`src/hw/rtl/bmh_pkg.sv`:
```
// Shared types and codes for the binary max-heap priority queue.
// No dependencies.
package bmh_pkg;

  localparam logic CMD_INSERT = 1'b0;
  localparam logic CMD_REMOVE = 1'b1;

  localparam logic [1:0] ST_INSERTED = 2'd0;
  localparam logic [1:0] ST_REMOVED  = 2'd1;
  localparam logic [1:0] ST_EMPTY    = 2'd2;
  localparam logic [1:0] ST_FULL     = 2'd3;

  // controller -> datapath
  typedef struct packed {
    logic       take;       // input beat accepted
    logic       ins_setup;  // grow count, new hole at the end
    logic       rd_parent;  // read parent of hole
    logic       up_step;    // sift-up compare and write
    logic       rd_ends;    // read root and last entry
    logic       rm_load;    // latch max and last, shrink count
    logic       rd_kids;    // read both children of hole
    logic       dn_step;    // sift-down compare and write
    logic       place;      // write moving value into hole
    logic       set_st;
    logic [1:0] st;
    logic       load_out;   // load output beat registers
  } bmh_cmd_t;

  // datapath -> controller
  typedef struct packed {
    logic full;
    logic empty;
    logic at_root;
    logic no_left;
    logic up_move;
    logic dn_move;
  } bmh_stat_t;

endpackage

```
`src/hw/rtl/bmh_ctrl.sv`:
```
// Sequencer for insert sift-up, remove sift-down and output beat handoff.
// Depends on bmh_pkg.
module bmh_ctrl
  import bmh_pkg::*;
(
  input  logic      clk,
  input  logic      rst,
  input  logic      in_valid,
  output logic      in_ready,
  input  logic      command,
  output logic      out_valid,
  input  logic      out_ready,
  input  bmh_stat_t stat,
  output bmh_cmd_t  cmd
);

  localparam logic [2:0] S_IDLE    = 3'd0;
  localparam logic [2:0] S_UP_RD   = 3'd1;
  localparam logic [2:0] S_UP_CMP  = 3'd2;
  localparam logic [2:0] S_RM_LOAD = 3'd3;
  localparam logic [2:0] S_DN_RD   = 3'd4;
  localparam logic [2:0] S_DN_CMP  = 3'd5;
  localparam logic [2:0] S_FIN     = 3'd6;

  logic [2:0] state;
  logic [2:0] state_next;

  assign in_ready = state == S_IDLE;

  always_comb begin
    cmd        = '0;
    state_next = state;
    unique case (state)
      S_IDLE: begin
        if (in_valid) begin
          cmd.take = 1'b1;
          if (command == CMD_INSERT) begin
            if (stat.full) begin
              cmd.set_st = 1'b1;
              cmd.st     = ST_FULL;
              state_next = S_FIN;
            end else begin
              cmd.ins_setup = 1'b1;
              state_next    = S_UP_RD;
            end
          end else begin
            if (stat.empty) begin
              cmd.set_st = 1'b1;
              cmd.st     = ST_EMPTY;
              state_next = S_FIN;
            end else begin
              cmd.rd_ends = 1'b1;
              state_next  = S_RM_LOAD;
            end
          end
        end
      end
      S_UP_RD: begin
        if (stat.at_root) begin
          cmd.place  = 1'b1;
          cmd.set_st = 1'b1;
          cmd.st     = ST_INSERTED;
          state_next = S_FIN;
        end else begin
          cmd.rd_parent = 1'b1;
          state_next    = S_UP_CMP;
        end
      end
      S_UP_CMP: begin
        cmd.up_step = 1'b1;
        if (stat.up_move) begin
          state_next = S_UP_RD;
        end else begin
          cmd.set_st = 1'b1;
          cmd.st     = ST_INSERTED;
          state_next = S_FIN;
        end
      end
      S_RM_LOAD: begin
        cmd.rm_load = 1'b1;
        state_next  = S_DN_RD;
      end
      S_DN_RD: begin
        if (stat.no_left) begin
          cmd.place  = 1'b1;
          cmd.set_st = 1'b1;
          cmd.st     = ST_REMOVED;
          state_next = S_FIN;
        end else begin
          cmd.rd_kids = 1'b1;
          state_next  = S_DN_CMP;
        end
      end
      S_DN_CMP: begin
        cmd.dn_step = 1'b1;
        if (stat.dn_move) begin
          state_next = S_DN_RD;
        end else begin
          cmd.set_st = 1'b1;
          cmd.st     = ST_REMOVED;
          state_next = S_FIN;
        end
      end
      S_FIN: begin
        if (!out_valid || out_ready) begin
          cmd.load_out = 1'b1;
          state_next   = S_IDLE;
        end
      end
      default: begin
        state_next = S_IDLE;
      end
    endcase
  end

  always_ff @(posedge clk) begin
    if (rst) begin
      state     <= S_IDLE;
      out_valid <= 1'b0;
    end else begin
      state <= state_next;
      if (cmd.load_out) begin
        out_valid <= 1'b1;
      end else if (out_ready) begin
        out_valid <= 1'b0;
      end
    end
  end

endmodule

```
`config.mk`:
```
export PLATFORM = sky130hd
export DESIGN_NAME = bmh_ctrl
export DESIGN_NICKNAME = d
export VERILOG_FILES = /design/src/hw/rtl/bmh_pkg.sv /design/src/hw/rtl/bmh_ctrl.sv
export SDC_FILE = /design/constraint.sdc
export NUM_CORES = 1
export LEC_CHECK = 0
export BUFFER_PORTS_ARGS = -buffer_cell sky130_fd_sc_hd__buf_2
export CORE_AREA = 10 10 47 49
export CTS_BUF_LIST = sky130_fd_sc_hd__clkbuf_4 sky130_fd_sc_hd__clkbuf_8
export DETAILED_ROUTE_END_ITERATION = 12
export DIE_AREA = 0 0 57 59
export PLACE_DENSITY = 0.72
export SETUP_SLACK_MARGIN = 0.02
export SYNTH_ARGS = -nofsm -noshare
export SYNTH_HDL_FRONTEND = slang
export SYNTH_SLANG_ARGS = --single-unit
```
`constraint.sdc`:
```
create_clock -name clk -period 3.9 [get_ports clk]
set_input_delay 0.39 -clock clk [delete_from_list [all_inputs] [get_ports clk]]
set_output_delay 0.39 -clock clk [all_outputs]
set_load 0.03 [all_outputs]
```
==> metrics.txt <==
drt drc=0; num rows=14; Detailed Place HPWL=~1.1 mm; Antenna diodes=0; CTS resizes=0; run status=finished clean; Pwr Density=about 670 mW/mm^2; H-tree depth=1; vias in the first global route=between 500 and 600; Final WS setup=between 1.5 and 2 ns; fmax=about 0.46 GHz; Syn Std Cell Area=approximately 450 um^2; TritonCTS clock tree=yes; number of antenna-violating nets in the routed design=0; final worst clock skew=0.00201 ns; Worst-Margin Slew=approximately 0.50 ns; Finished Core Util=0.420; first-pass GRT wire length=roughly 2.3 mm; Setup-failing EPs final=0; CP max stage cell=dfxtp_1; crit-path cells=or4bb_1 > nor2b_1 > o211ai_1 > buf_2; largest cells by area after synthesis=dfxtp_1, nor2b_1, nor4_1; register area=between 80 and 90 um^2; CP required=between 3 and 4 ns; WL/cell=roughly 13 um; Hold Violations, Final=0; Horiz. Die Dim=57 um; largest net degree at the start of global routing=19; TritonCTS Buffers=3; slowest stage delay, CP=0.63 ns; # fillers=around 150; fin crit share=0.557; RSZ-0062 raised after global routing=false; r2r setup slk=about 2.4 ns; Iteration-0 DRC Markers=8; maximum vdd drop=between 200 and 250 uV; Avg Vias per Cell=~5.3; startpoint types=flop; Syn Area/Cell=approximately 7.4 um^2; multiplexer share of the synthesized area=0.0225; cell accounting for the most synthesized area=dfxtp_1; XOR/XNOR Fraction of Synth Area=0; # hold bufs at CTS=0; final setup TNS=0 ns; total track usage=0.0798; number of flops mapped to enable cells by yosys=0; Core ar.=about 0.0014 mm^2; DP Cell Count=97; initial antenna violation count=0; Syn Inst Count=60; largest family of logic cells by synthesized area=simple AND/OR/NAND/NOR gates; relative slew slack=0.664; DRT Wirelength=1.32 mm; buffers plus inverters on the worst setup path=1; Clock transition at path regs=approximately 0.04 ns; synth unique cells=34; Max clock buf depth=2; Synth Net Count=between 70 and 80; count leader, synth=nor2b_1; port buffer count=25; top cell type's share of synthesized area=0.180; post-synthesis simple-gate area fraction=0.506; post-CTS setup repair buffer count=0; synthesized flop and latch total=4; root buf cell=clkbuf_4; fraction of the yosys area taken by sequential cells=0.180; worst min path class=input port to flop; non-filler instance count after layout=100; Worst Path Max Fanout=18; number of top-level pins=26; Leak Pwr=about 0.27 nW; Area Growth Syn to Fin=32.0%; fin area=between 500 and 600 um^2; synth warn=0; worst slack at placement=about 2.0 ns; 1st-pass router iterations=4; max_cap viols=0; Final Max Tran Viols=0; main flop type after synthesis=dfxtp_1; Pwr Total=395 uW; post-synthesis compound-gate area fraction=0.202; Top Family by Delay on Critical Path=flip-flops; die area=~0.0034 mm^2; Final min period=2.17 ns; Fin Hold WS=~0.37 ns; Starting Density=0.318; Post-synth top cells=nor2b_1, dfxtp_1, inv_1, nor2_1; DR vias=530; Synth Area in Adders=0; critical path arrival=~1.8 ns; placed cell areas=between 500 and 600 um^2; clk_lat worst skew=between 0.2 and 0.25 ns; ratio of cells with drive above 1 in the final layout=0.369; Setup crit end kind=primary output; area of the multi-input gates=325 um^2; grt total ovfl=0; Synth async-reset ratio=0; nets=97; GP Congestion=about 0.76; chip height=between 50 and 60 um; crit path kind=flop to primary output; total number of clock tree sinks=4
## state kept, by name, indices dropped and copies added, names as in the netlist
register   cells
out_valid      1
state          3
## logic make-up after synthesis
kind of cell / Yosys count
AO/OA/AOI/OAI: 11
buffers and inverters: 8
flip-flops: 4
AND/OR/NAND/NOR: 36
multiplexers: 1
## power by group
group          internal, mW  switching (mW)  leakage, nW
combinational        0.0909           0.155        0.227
clock                0.0344          0.0162       0.0138
sequential           0.0535          0.0447       0.0329
total                 0.179           0.216        0.274
## layout by cell type (no fill, tap or decap), types with 2 or more instances in the layout
cell	Yosys	final
a21oi_1	2	2
and2_1	2	2
buf_2	2	25
clkbuf_4	0	3
dfxtp_1	4	4
inv_1	4	4
nand2_1	3	3
nand3_1	2	2
nand3b_1	2	2
nor2_1	4	4
nor2b_1	6	6
nor3_1	3	3
nor3b_1	2	2
nor4_1	3	3
## worst reg2reg max path, delay by kind of cell, from the launching register on
kind	cells	cell delay, ns
AND/OR/NAND/NOR	1	0.41
flip-flops	1	0.61
buffers and inverters	1	0.17
AO/OA/AOI/OAI	1	0.24
## final timing paths
path                                              from                endpoint  cells after the start
worst max-delay path             state[0]$_SDFFE_PP0P_                  cmd[3]                      4
worst max register to register   state[2]$_SDFFE_PP0P_   state[0]$_SDFFE_PP0P_                      3
worst min register to register  out_valid$_SDFFE_PP0P_  out_valid$_SDFFE_PP0P_                      2
worst min-delay path                               rst  out_valid$_SDFFE_PP0P_                      2
## area by class of cell
cell class,instances,area share
Clock buffer,3,0.0383
Inverter,4,0.0255
Multi-Input combinational cell,48,0.553
Sequential cell,4,0.136
Tap cell,16,0.0340
Timing Repair Buffer,25,0.213
## metal layers
layer,global-route usage,part of all wire
met1,0.0946,0.43
met2,0.121,0.46
met3,0.0386,0.11
met4,0.0302,0
met5,0,0
Power figures use the tool's default switching activity.
